## config.mk

```make
export PLATFORM = sky130hd
export DESIGN_NAME = alarm_match_and_next_finder_flat
export DESIGN_NICKNAME = d
export VERILOG_FILES = /design/src/hdl/afn_pkg.sv /design/src/hdl/afn_tick_if.sv /design/src/hdl/afn_result_if.sv /design/src/hdl/alarm_match_and_next_finder.sv /design/src/flat_wrapper.sv
export SDC_FILE = /design/constraint.sdc
export NUM_CORES = 1
export LEC_CHECK = 0
export BUFFER_PORTS_ARGS = -buffer_cell sky130_fd_sc_hd__buf_2
export CAP_MARGIN = 20
export CORE_MARGIN = 2
export CORE_UTILIZATION = 40
export CTS_CLUSTER_SIZE = 10
export DETAILED_ROUTE_END_ITERATION = 6
export GPL_TIMING_DRIVEN = 0
export SYNTH_ARGS = -nofsm -noshare
export SYNTH_HDL_FRONTEND = slang
export SYNTH_SLANG_ARGS = --single-unit
```

## constraint.sdc

```tcl
create_clock -name clk -period 15.55 [get_ports clk]
set_input_delay 2.3325 -clock clk [delete_from_list [all_inputs] [get_ports clk]]
set_output_delay 2.3325 -clock clk [all_outputs]
set_load 0.01 [all_outputs]
```

## src/hdl/afn_pkg.sv

```systemverilog
// shared types and constants for the alarm match and next-alarm finder
`default_nettype none
package afn_pkg;

  localparam int ALARM_COUNT_MAX = 4;
  localparam int ALARM_COUNT_DEF = 4;

  localparam int YEAR_W   = 14;
  localparam int MONTH_W  = 4;
  localparam int DAY_W    = 5;
  localparam int HOUR_W   = 5;
  localparam int MINUTE_W = 6;
  localparam int INDEX_W  = 2;
  localparam int COUNT_W  = 3;
  localparam int SLOT_W   = HOUR_W + MINUTE_W;

  localparam int CFG_DATA_W  = SLOT_W * ALARM_COUNT_MAX;
  localparam int CFG_INDEX_W = 1;

  // minutes-of-day values and signed distances fit in 12 bits
  localparam int TOTAL_W = 12;

  localparam logic [TOTAL_W-1:0] MIN_PER_HOUR = TOTAL_W'(60);
  localparam logic [TOTAL_W-1:0] DAY_MINUTES  = TOTAL_W'(24 * 60);
  localparam logic [TOTAL_W-1:0] BEST_INIT    = TOTAL_W'(24 * 60 + 1);

  // configuration register indexes
  localparam logic [CFG_INDEX_W-1:0] REG_ENABLE_MASK = 1'b0;
  localparam logic [CFG_INDEX_W-1:0] REG_ALARM_TIMES = 1'b1;

  typedef struct packed {
    logic [YEAR_W-1:0]   now_year;
    logic [MONTH_W-1:0]  now_month;
    logic [DAY_W-1:0]    now_day;
    logic [HOUR_W-1:0]   clock_hour;
    logic [MINUTE_W-1:0] clock_minute;
    logic                mark_fired;
  } tick_t;

  typedef struct packed {
    logic                match_found;
    logic [INDEX_W-1:0]  match_index;
    logic [COUNT_W-1:0]  match_count;
    logic                already_fired;
    logic                next_found;
    logic [INDEX_W-1:0]  next_index;
    logic [COUNT_W-1:0]  next_count;
    logic [HOUR_W-1:0]   next_hour;
    logic [MINUTE_W-1:0] next_minute;
  } result_t;

endpackage
`default_nettype wire

```

## src/hdl/afn_tick_if.sv

```systemverilog
// valid/ready channel carrying one date-time tick
`default_nettype none
interface afn_tick_if import afn_pkg::*; ();
  logic  valid;
  logic  ready;
  tick_t data;

  modport source (output valid, output data, input ready);
  modport sink (input valid, input data, output ready);
endinterface
`default_nettype wire

```

## src/hdl/afn_result_if.sv

```systemverilog
// valid/ready channel carrying one match and next-alarm result
`default_nettype none
interface afn_result_if import afn_pkg::*; ();
  logic    valid;
  logic    ready;
  result_t data;

  modport source (output valid, output data, input ready);
  modport sink (input valid, input data, output ready);
endinterface
`default_nettype wire

```

## src/hdl/alarm_match_and_next_finder.sv

```systemverilog
// Daily alarm bank: current-minute match and nearest upcoming alarm search.
// Channels: tick (sink) takes a date-time item, result (source) gives one
// result item per tick. Configuration is a plain write port: cfg_index 0
// writes the enable mask, cfg_index 1 writes the packed hour/minute slots.
// The user must write configuration only while no tick is in flight; the block does not enforce this.
// A tick is captured in an input register and moves into the result register,
// which raises result.valid. Throughput is one tick per cycle while the
// receiver takes results; the compare chain over the alarm slots between
// the two registers sets the clock.
// The fired record is updated as the tick moves into the result register,
// so the next tick already sees it.
// Reset clears the enable mask, the alarm times, the fired record and both
// pipeline valid flags. When the receiver stalls, the result register holds
// and the input register keeps one more tick; tick.ready then drops until
// the result is taken.
`default_nettype none
module alarm_match_and_next_finder import afn_pkg::*; #(
  parameter int ALARM_COUNT = ALARM_COUNT_DEF
) (
  input  wire logic                   clk,
  input  wire logic                   rst,
  input  wire logic                   cfg_write,
  input  wire logic [CFG_INDEX_W-1:0] cfg_index,
  input  wire logic [CFG_DATA_W-1:0]  cfg_data,
  afn_tick_if.sink                    tick,
  afn_result_if.source                result
);

  logic [ALARM_COUNT-1:0] alarm_enable;
  logic [HOUR_W-1:0]      alarm_hour   [ALARM_COUNT];
  logic [MINUTE_W-1:0]    alarm_minute [ALARM_COUNT];

  logic                s1_valid;
  tick_t               s1_item;
  logic                result_valid;
  result_t             result_data;
  result_t             result_next;
  logic                advance;

  logic                fired_valid;
  logic [YEAR_W-1:0]   fired_year;
  logic [MONTH_W-1:0]  fired_month;
  logic [DAY_W-1:0]    fired_day;
  logic [HOUR_W-1:0]   fired_hour;
  logic [MINUTE_W-1:0] fired_minute;

  assign advance      = s1_valid && (!result_valid || result.ready);
  assign tick.ready   = !s1_valid || advance;
  assign result.valid = result_valid;
  assign result.data  = result_data;

  // configuration registers
  always_ff @(posedge clk) begin
    if (rst) begin
      alarm_enable <= '0;
      for (int i = 0; i < ALARM_COUNT; i++) begin
        alarm_hour[i]   <= '0;
        alarm_minute[i] <= '0;
      end
    end else if (cfg_write) begin
      unique case (cfg_index)
        REG_ENABLE_MASK: begin
          alarm_enable <= cfg_data[ALARM_COUNT-1:0];
        end
        REG_ALARM_TIMES: begin
          for (int i = 0; i < ALARM_COUNT; i++) begin
            alarm_hour[i]   <= cfg_data[SLOT_W*i +: HOUR_W];
            alarm_minute[i] <= cfg_data[SLOT_W*i + HOUR_W +: MINUTE_W];
          end
        end
        default: begin
          alarm_enable <= alarm_enable;
        end
      endcase
    end
  end

  // pipeline control
  always_ff @(posedge clk) begin
    if (rst) begin
      s1_valid     <= 1'b0;
      result_valid <= 1'b0;
      fired_valid  <= 1'b0;
    end else begin
      if (tick.ready) begin
        s1_valid <= tick.valid;
      end
      if (!result_valid || result.ready) begin
        result_valid <= s1_valid;
      end
      if (advance && s1_item.mark_fired) begin
        fired_valid <= 1'b1;
      end
    end
  end

  // payload registers
  always_ff @(posedge clk) begin
    if (tick.valid && tick.ready) begin
      s1_item <= tick.data;
    end
    if (advance) begin
      result_data <= result_next;
    end
    if (advance && s1_item.mark_fired) begin
      fired_year   <= s1_item.now_year;
      fired_month  <= s1_item.now_month;
      fired_day    <= s1_item.now_day;
      fired_hour   <= s1_item.clock_hour;
      fired_minute <= s1_item.clock_minute;
    end
  end

  // match and nearest-alarm search over the bank
  always_comb begin
    logic                      same;
    logic signed [TOTAL_W-1:0] tick_mins;
    logic signed [TOTAL_W-1:0] slot_mins;
    logic signed [TOTAL_W-1:0] delta;
    logic signed [TOTAL_W-1:0] best;

    same = fired_valid && fired_year == s1_item.now_year &&
           fired_month == s1_item.now_month && fired_day == s1_item.now_day &&
           fired_hour == s1_item.clock_hour && fired_minute == s1_item.clock_minute;
    tick_mins = signed'(TOTAL_W'(s1_item.clock_hour) * MIN_PER_HOUR +
                        TOTAL_W'(s1_item.clock_minute));
    best = signed'(BEST_INIT);

    result_next = '0;
    result_next.already_fired = same;
    result_next.next_hour     = s1_item.clock_hour;
    result_next.next_minute   = s1_item.clock_minute;

    for (int i = 0; i < ALARM_COUNT; i++) begin
      slot_mins = signed'(TOTAL_W'(alarm_hour[i]) * MIN_PER_HOUR +
                          TOTAL_W'(alarm_minute[i]));
      delta = slot_mins - tick_mins;
      if (delta <= 0) begin
        delta = delta + signed'(DAY_MINUTES);
      end
      if (alarm_enable[i]) begin
        if (alarm_hour[i] == s1_item.clock_hour &&
            alarm_minute[i] == s1_item.clock_minute) begin
          if (!result_next.match_found) begin
            result_next.match_found = 1'b1;
            result_next.match_index = INDEX_W'(i);
          end
          result_next.match_count = result_next.match_count + COUNT_W'(1);
        end
        // an alarm a full day away is this minute, skipped once fired
        if (!(delta == signed'(DAY_MINUTES) && same)) begin
          if (delta < best) begin
            best                    = delta;
            result_next.next_found  = 1'b1;
            result_next.next_index  = INDEX_W'(i);
            result_next.next_count  = COUNT_W'(1);
            result_next.next_hour   = alarm_hour[i];
            result_next.next_minute = alarm_minute[i];
          end else if (delta == best && result_next.next_found &&
                       alarm_hour[i] == result_next.next_hour &&
                       alarm_minute[i] == result_next.next_minute) begin
            result_next.next_count = result_next.next_count + COUNT_W'(1);
          end
        end
      end
    end
  end

endmodule
`default_nettype wire

```

## src/flat_wrapper.sv

```systemverilog
// flat-port wrapper written by rule: the top's interface ports become plain ports
module alarm_match_and_next_finder_flat import afn_pkg::*;
#(
  parameter int ALARM_COUNT = ALARM_COUNT_DEF
)
  (clk, rst, cfg_write, cfg_index, cfg_data, tick_valid, tick_data, tick_ready, result_valid, result_data, result_ready);
  afn_tick_if tick_i ();
  afn_result_if result_i ();
  input  wire logic clk;
  input  wire logic rst;
  input  wire logic cfg_write;
  input  wire logic [CFG_INDEX_W-1:0] cfg_index;
  input  wire logic [CFG_DATA_W-1:0] cfg_data;
  input wire logic [$bits(tick_i.valid)-1:0] tick_valid;
  input wire logic [$bits(tick_i.data)-1:0] tick_data;
  output wire logic [$bits(tick_i.ready)-1:0] tick_ready;
  output wire logic [$bits(result_i.valid)-1:0] result_valid;
  output wire logic [$bits(result_i.data)-1:0] result_data;
  input wire logic [$bits(result_i.ready)-1:0] result_ready;
  assign tick_i.valid = tick_valid;
  assign tick_i.data = tick_data;
  assign tick_ready = tick_i.ready;
  assign result_valid = result_i.valid;
  assign result_data = result_i.data;
  assign result_i.ready = result_ready;
  alarm_match_and_next_finder #(.ALARM_COUNT(ALARM_COUNT)) u_core (.clk(clk), .rst(rst), .cfg_write(cfg_write), .cfg_index(cfg_index), .cfg_data(cfg_data), .tick(tick_i), .result(result_i));
endmodule
```

# [Word-level counts from Yosys, hierarchy flattened]
# Memories as Yosys holds them, arrays and structs flattened.
# Cells that the tools add are included.
[totals] in_bits=85 out_inout_bits=26 regBits=100 n_memories=2 mem_bits_rw=44 elab_cells=182
[mem_list] name="u_core.alarm_minute" words=4 width=6 read_ports=4 rd_clocked_by_memory_dff=0 wr=4 line_no="alarm_match_and_next_finder.sv:31" source="logic [MINUTE_W-1:0] alarm_minute [ALARM_COUNT];"
[mem_list] name="u_core.alarm_hour" words=4 width=5 read_ports=4 rd_clocked_by_memory_dff=0 wr=4 line_no="alarm_match_and_next_finder.sv:30" source="logic [HOUR_W-1:0] alarm_hour [ALARM_COUNT];"
[op_classes] n_reduce_logical=30 n_mux=59 bitwise=9 magnitude_cmp=8 n_mul=5 n_addsub=19 eq_ne=26
[op_table] operator="12-bit two-way mux" n=13
[op_table] operator="17-bit two-way mux" n=9
[op_table] operator="6-bit two-way mux" n=12
[op_table] operator="11-bit by 6-bit adder with 12-bit output" n=5
[op_table] operator="12-bit adder, second input constant" n=4
[op_table] operator="12-bit == test, second input constant" n=4
[op_table] operator="6-bit == test" n=8
[op_table] operator="12-bit by 1-bit less-or-equal comparator with 1-bit output, second input constant" n=4
[op_table] operator="12-bit subtractor" n=4
[op_table] operator="5-bit == test" n=9
[op_table] operator="5-bit by 4-bit multiplier with 9-bit output, second input constant" n=5
[op_table] operator="12-bit == test" n=3
[op_table] operator="12-bit less-than comparator" n=3
[op_table] operator="11-bit two-way mux" n=3
[op_table] operator="3-bit two-way mux" n=9
[op_table] operator="1-bit logical AND" n=25
[op_table] operator="5-bit two-way mux" n=4
[op_table] operator="3-bit by 1-bit adder with 3-bit output, second input constant" n=6
[op_table] operator="14-bit == test" n=1
[op_table] operator="12-bit less-than comparator, second input constant" n=1
[op_table] operator="1-bit OR" n=8
[op_table] operator="1-bit two-way mux" n=6
[op_table] operator="2-bit two-way mux" n=3
[op_table] operator="4-bit == test" n=1
[op_table] operator="other kinds (4)" n=6

# [Longest topological paths before layout]
# Gate-level depths: netlist of the first run.
# An unclocked memory read counts as a cell.
[logic_depth] depth_word=32 ltp_mapped=78 depth_no_buf=68

# [Least setup slack after synthesis of the first run]
# Ideal clock, no wire load.
[synth_timing] path_kind="register to register" startpoint="reg u_core.s1_item[9] (netlist name)" endpoint="reg, netlist name u_core.result.data[14]" arrival_ps=13679 synth_period_minus_slack_ps=13953 path_stages_with_launch=73 setup_slack_ps=1597 t_required_ps=15275 cell_sequence="edfxtp_1 > clkbuf_1 > inv_1 > fa_1 > fa_1 > inv_1 > ha_1 > a211oi_1 > nor2_1 > xnor2_1 > or2_2 > clkbuf_1 > nor3_1 > o31ai_1 > o211ai_1 > xnor2_1 > ha_1 > ha_1 > (+37 left out) > nor2_1 > o31ai_2 > buf_2 > clkbuf_1 > nor2_1 > a21o_1 > ha_1 > nor2b_1 > o21ai_0 > nand2b_1 > a21oi_1 > nor3_1 > nor3_1 > o21ai_0 > nand2b_1 > clkbuf_1 > buf_1 > o21ai_0"
[synth_rtl] item="from (decl)" line_no="alarm_match_and_next_finder.sv:34" source="tick_t s1_item;"
[synth_rtl] item="from (signal assigned)" line_no="alarm_match_and_next_finder.sv:100" source="s1_item <= tick.data;"

==> impl_metrics.py, run 1 <==
metrics = {
    "status": {
        "status": "finished clean",
    },
    "sta": {
        "tightest_slew_ns": 0.937,
        "fin_skew_ns": 0.00787,
        "setup_viol": 0,
        "finalCriticalPeriod_ns": 14.63,
        "hold_viol": 0,
        "max_freq_mhz": 68.3,
        "slew_headroom_pct": 35.9,
        "drv_slew": 0,
        "post-route-period-util_pct": 94.1,
        "worst_hold_slack_ns": 0.475,
    },
    "yosys": {
        "syn_inst": 1612,
        "synth-xor-area-share_pct": 8.80,
        "ys.flop_type": "edfxtp_1",
        "ys_ff_latch": 144,
        "synth_edf_count": 137,
        "yosysTopAreaCellShare_pct": 27.2,
        "syn_avg_cell_area_sq_um": 9.38,
        "synth_sequential_area_ratio_pct": 28.1,
        "synth.distinct_cells": 93,
        "synthArstFlopShare_pct": 0,
        "synthTopCellsByArea": "edfxtp_1 (27%), ha_1 (15%), fa_1 (7.4%)",
        "synth-simple-area-share_pct": 16.6,
        "synth.cell_area_sq_um": 15100,
        "yosysWarnings": 0,
        "synth_top_area_cell": "edfxtp_1",
        "muxShareOfSynthArea_pct": 1.56,
        "synth_top_family_by_area": "adder cells",
        "synthAdderAreaFrac_pct": 22.4,
        "synth.most_common_cell": "ha_1",
        "synth_commonest_cells": "ha_1 (181), inv_1 (174), edfxtp_1 (137), xnor2_1 (125)",
        "synth_compound_gate_area_share_pct": 16.9,
        "syn_nets": 1934,
    },
    "setup_path": {
        "rrSetupSlack_ns": 0.92,
        "worstSetupEndpoint": "u_core.result.data[11]$_DFFE_PP_",
        "crit_path_end_kind": "flip-flop",
        "critPathSlowestCell": "fa_1",
        "cp_common_cell": "ha_1",
        "crit_type": "reg2reg",
        "worstRegToRegCells": 63,
        "cp.required_ns": 15.71,
        "cp.arrival_ns": 14.80,
        "rr_startpoint": "u_core.s1_item[7]$_DFFE_PP_",
        "crit_fanout": 28,
        "crit_path_start": "u_core.s1_item[7]$_DFFE_PP_",
        "start_kind": "flip-flop",
        "timing.rr.end": "u_core.result.data[11]$_DFFE_PP_",
        "cp_slowest_stage_delay_ns": 0.59,
    },
    "clocking": {
        "clockBufferDepth": 2,
        "cts-htree-levels": 4,
        "cts_buffers": 17,
        "clkSlewWorstSetupHoldPaths_ns": 0.06,
        "root_buffer": "clkbuf_16",
        "numClockSinks": 144,
        "cts_tree": "done",
        "insertion_delay_ns": 0.43,
    },
    "drt": {
        "drtAntennaViolNets": 0,
        "first_pass_iters": 6,
        "drcViolationCount": 0,
        "vias": 12379,
        "finalWirelength_um": 42000,
        "drtIter0Drc": 991,
        "routed_via_density": 5.45,
        "wl_per_cell_um": 18.5,
    },
    "place": {
        "hpwl_um": 34700,
        "gp_congestion": 0.928,
        "port-buffer-count": 109,
    },
    "global_route": {
        "grt_use_total_pct": 21.9,
        "antenna_found_initial": 1,
        "grt-ovfl-total": 0,
        "grt_pass1_vias": 12062,
        "grt_pass1_wl_um": 66200,
        "grt_max_degree": 36,
    },
    "final_layout": {
        "fin_nets": 2070,
        "antenna_cells": 0,
        "area_delta_synth_final_pct": 13.0,
        "final_util_pct": 45.6,
        "drive_gt1_share_pct": 13.1,
        "n_fill_cell": 3683,
    },
    "hold_path": {
        "min_path_type": "reg2reg",
    },
    "floorplan": {
        "fp.dieArea_sq_um": 39400,
        "ios": 111,
        "start_util_pct": 40.3,
        "fp-row-count": 71,
        "core_area_sq_um": 37500,
        "die_x_um": 198,
        "die_h_um": 198,
    },
    "flow_run": {
        "drv_cap": 0,
    },
}
[cell type report]
class                      count  area [sq um]  share of cell area, %
inverter                     174           653                   3.82
clock inverter                13           130                  0.761
clock buffer                  19           433                   2.53
timing repair buffer         122           663                   3.88
multi-input combinational   1249         10100                   59.1
sequential                   144          4250                   24.9
buffer                        40           226                   1.32
tap                          511           639                   3.74
[through the flow]
| stage | setup TNS [ns] | worst slack [ns] | std cells | area, sq um |
|---|---|---|---|---|
| floorplan | 0 | 1.60 | 1612 | 15100 |
| global placement | -40.64 | -2.49 | 2232 | 16300 |
| detailed placement | -27.91 | -1.73 | 2238 | 16400 |
| CTS | 0 | 0.221 | 2267 | 17000 |
| global route | -0.0299 | -0.0189 | 2272 | 17100 |
| finish | 0 | 0.917 | 2272 | 17100 |
[timing repair]
action	CTS	global route
hold endpoints to repair	0	0
gates resized for setup	12	26
setup endpoints to repair	17	17
hold buffers	0	0
pin swaps	0	4
setup buffers	0	6
[critical path, delay by kind of cell, from the launching register on]
family / cells / cell delay (ns)
buffers and inverters: 7 / 1.29
xor gates and xnor gates: 1 / 0.18
adders and majority gates: 10 / 3.72
AOI/OAI and AO/OA: 27 / 4.74
DFF: 1 / 0.43
and+or+nand+nor: 18 / 3.99
[layout by cell type (no fill, tap or decap), types with 50 or more instances in the layout]
| master | instances |
|---|---|
| nand2_1 | 67 |
| nor2_1 | 108 |
| buf_2 | 117 |
| xnor2_1 | 120 |
| a21oi_1 | 108 |
| o21ai_0 | 50 |
| and2_1 | 56 |
| edfxtp_1 | 137 |
| ha_1 | 181 |
| fa_1 | 56 |
| inv_1 | 173 |
[flip-flops by register name (all words and copies together), names as in the netlist, 5 cells and up]
name and flops:
u_core.alarm_hour 20, u_core.fired_year 14, u_core.s1_item 35, u_core.alarm_minute 24
u_core.fired_minute 6, u_core.result.data 24, u_core.fired_day 5, u_core.fired_hour 5
[worst min-delay path by stage]
stage | start | endpoint | depth (start not counted)
after floorplan | u_core.s1_item[25]$_DFFE_PP_ | u_core.fired_year[4]$_DFFE_PP_ | 0
after global placement | u_core.s1_item[34]$_DFFE_PP_ | u_core.fired_year[13]$_DFFE_PP_ | 0
after detailed placement | u_core.s1_item[34]$_DFFE_PP_ | u_core.fired_year[13]$_DFFE_PP_ | 0
after CTS | u_core.s1_item[12]$_DFFE_PP_ | u_core.fired_day[0]$_DFFE_PP_ | 0
after global routing | u_core.s1_item[25]$_DFFE_PP_ | u_core.fired_year[4]$_DFFE_PP_ | 0
final | u_core.s1_item[12]$_DFFE_PP_ | u_core.fired_day[0]$_DFFE_PP_ | 0
[cell families (layout without fill, tap and decap cells)]
logic type | after synthesis | after routing
fa+ha+maj | 237 | 237
simple gates | 466 | 466
mux | 22 | 22
xor+xnor | 152 | 152
flops | 144 | 144
compound gates | 372 | 372
buf+inv | 219 | 368
[per-layer routing]
layer | routed length (um) | global-route usage (%)
met4 | 920 | 6.27
met2 | 19000 | 35.3
met1 | 19800 | 30.4
met3 | 2360 | 3.44
met5 | 0 | 0
Power of run 1 is not shown: default switching activity piles up to over one toggle a cycle in this logic, so the estimate is an artifact.
==> run 2: changes to the inputs <==
ABC_AREA = 1   (was default)
==> run 2 against run 1 <==
Compared with the run above: first-iteration DRC count decreased by 27%; synthesized cell count up 24%; via count increased by 7.0%; critical path depth up 8; utilization is 0.16 points higher; routed wire length is 2.4% higher; global-route usage shrank 0.40 points; fmax rose by 1.5%; final cell count rose by 17%; clock skew about the same.
==> impl_metrics.py, run 2 <==
metrics = {
    "sta": {
        "slew_headroom_pct": 31.2,
        "hold_viol": 0,
        "rsz0062_at_grt": "no",
        "post-route-period-util_pct": 92.7,
        "setup_viol": 0,
        "tightest_slew_ns": 1.03,
        "fin_skew_ns": 0.00752,
        "max_freq_mhz": 69.4,
        "drv_slew": 0,
        "finalCriticalPeriod_ns": 14.41,
        "tns_ns": 0,
    },
    "setup_path": {
        "crit_path_end_kind": "flip-flop",
        "cp_common_cell": "nand2_1",
        "path_delay_family": "simple AND/OR/NAND/NOR gates",
        "crit_type": "reg2reg",
        "cp_slowest_stage_delay_ns": 0.60,
        "crit_buf_inv": 17,
        "start_kind": "flip-flop",
        "cp.required_ns": 15.71,
        "critPathSlowestCell": "fa_1",
        "crit_fanout": 10,
        "cp.arrival_ns": 14.57,
    },
    "final_layout": {
        "layout_commonest_cell": "inv_1",
        "antenna_cells": 0,
        "area_delta_synth_final_pct": 13.2,
        "fin_nets": 2460,
        "largest_reg_flops": 35,
        "fin_cells": 2669,
        "final_area_sq_um": 17600,
        "mostFrequentLayoutCells": "inv_1 (396), nand2_1 (394), ha_1 (181), nand3_1 (156), nor2_1 (147)",
        "drive_gt1_share_pct": 13.1,
        "top_register": "u_core.s1_item",
    },
    "yosys": {
        "syn_avg_cell_area_sq_um": 7.79,
        "synth-xor-area-share_pct": 6.16,
        "synth_compound_gate_area_share_pct": 7.52,
        "synthArstFlopShare_pct": 0,
        "synth.distinct_cells": 64,
        "ys.flop_type": "edfxtp_1",
        "synth_top_area_cell": "edfxtp_1",
        "synth_sequential_area_ratio_pct": 27.4,
        "synth_edf_count": 137,
        "muxShareOfSynthArea_pct": 0.0724,
        "ys_ff_latch": 144,
        "yosysTopAreaCellShare_pct": 26.5,
        "synth_top_family_by_area": "simple AND/OR/NAND/NOR gates",
        "syn_nets": 2317,
        "synth.most_common_cell": "inv_1",
        "syn_inst": 1995,
        "yosysWarnings": 0,
        "synthAdderAreaFrac_pct": 21.8,
        "synth.cell_area_sq_um": 15500,
        "synth_commonest_cells": "inv_1 (398), nand2_1 (395), ha_1 (181), nand3_1 (156), nor2_1 (149)",
        "synth-simple-area-share_pct": 26.0,
        "synthTopCellsByArea": "edfxtp_1 (26%), ha_1 (15%), inv_1 (9.6%)",
    },
    "drt": {
        "vias": 13249,
        "finalWirelength_um": 43000,
        "drcViolationCount": 0,
        "drtIter0Drc": 723,
        "wl_per_cell_um": 16.1,
        "drtAntennaViolNets": 0,
        "first_pass_iters": 5,
        "routed_via_density": 4.96,
    },
    "floorplan": {
        "start_util_pct": 40.4,
        "ios": 111,
        "core_area_sq_um": 38500,
        "die_h_um": 201,
        "die_x_um": 201,
        "fp-row-count": 72,
        "fp.dieArea_sq_um": 40500,
    },
    "status": {
        "status": "finished clean",
    },
    "clocking": {
        "root_buffer": "clkbuf_16",
        "cts_buffers": 17,
        "clkSlewWorstSetupHoldPaths_ns": 0.07,
        "postCtsHoldBufs": 0,
        "insertion_delay_ns": 0.44,
        "cts-htree-levels": 4,
        "numClockSinks": 144,
        "clockBufferDepth": 2,
        "cts_tree": "done",
    },
    "global_route": {
        "grt_max_degree": 28,
        "grt_use_total_pct": 21.5,
        "grt_pass1_wl_um": 68000,
        "grt-ovfl-total": 0,
        "antenna_found_initial": 1,
        "grt_pass1_vias": 12598,
    },
    "place": {
        "port-buffer-count": 110,
        "post_dp_cell_area_sq_um": 16800,
        "gp_congestion": 0.957,
        "post-place-cells": 2627,
        "hpwl_um": 36800,
    },
    "hold_path": {
        "min_path_type": "reg2reg",
    },
    "flow_run": {
        "drv_cap": 0,
    },
}
[run 2: layout make-up]
| cell class | count | area [sq um] |
|---|---|---|
| repair buffers | 125 | 723 |
| multi-input cells | 1405 | 9650 |
| well taps | 518 | 648 |
| clock buffers | 17 | 425 |
| clock inverters | 15 | 155 |
| plain buffers | 28 | 171 |
| fillers | 3891 | 20900 |
| inverters | 417 | 1570 |
| flip-flops and latches | 144 | 4250 |
[run 2: routing by layer]
layer,global-route usage (%),up-vias,wire (um)
li1,-,6757,-
met1,29.3,6117,20000
met2,35.9,308,20100
met3,2.88,63,1970
met4,5.85,4,986
met5,0,-,20
[run 2: worst register-to-register path, delay by kind of cell, from the launching register on]
kind	cells	cell delay, ns
fa+ha+maj	10	3.97
flops	1	0.50
compound gates	10	2.18
simple gates	32	4.30
buf+inv	17	2.62
xor+xnor	2	0.57
[run 2: per-stage QoR]
step	worst slack [ns]	utilization, %	hold WS (ns)
2_1_floorplan	3.25	-	0.426
3_3_place_gp	-0.361	43.5	0.436
3_5_place_dp	-0.613	43.8	0.442
4_1_cts	0.147	45.3	0.450
5_1_grt	0.00534	45.8	0.456
6_report	1.14	45.8	0.448
[run 2: logic make-up (layout without fill, tap and decap cells)]
kind of cell / Yosys count / in the layout
and+or+nand+nor: 858 / 858
buffers and inverters: 446 / 602
adders and majority gates: 237 / 237
AOI/OAI and AO/OA: 206 / 206
DFF: 144 / 144
xor gates and xnor gates: 103 / 103
muxes: 1 / 1
[run 2: path summary, 6_finish.rpt]
path	slack (ns)	end	start	depth (start not counted)
min reg2reg	0.45	u_core.fired_year[5]$_DFFE_PP_	u_core.s1_item[26]$_DFFE_PP_	0
max reg2reg	1.14	u_core.result.data[4]$_DFFE_PP_	u_core.s1_item[7]$_DFFE_PP_	71
min	0.45	u_core.fired_year[5]$_DFFE_PP_	u_core.s1_item[26]$_DFFE_PP_	0
max	1.14	u_core.result.data[4]$_DFFE_PP_	u_core.s1_item[7]$_DFFE_PP_	71
[run 2: repair_timing]
action	in CTS	in global routing
buffers inserted	0	11
gates resized for setup	6	23
pin swaps	0	1
endpoints found under the hold margin	0	0
endpoints found under the setup margin	17	17
Power of run 2 is left out for the same reason.
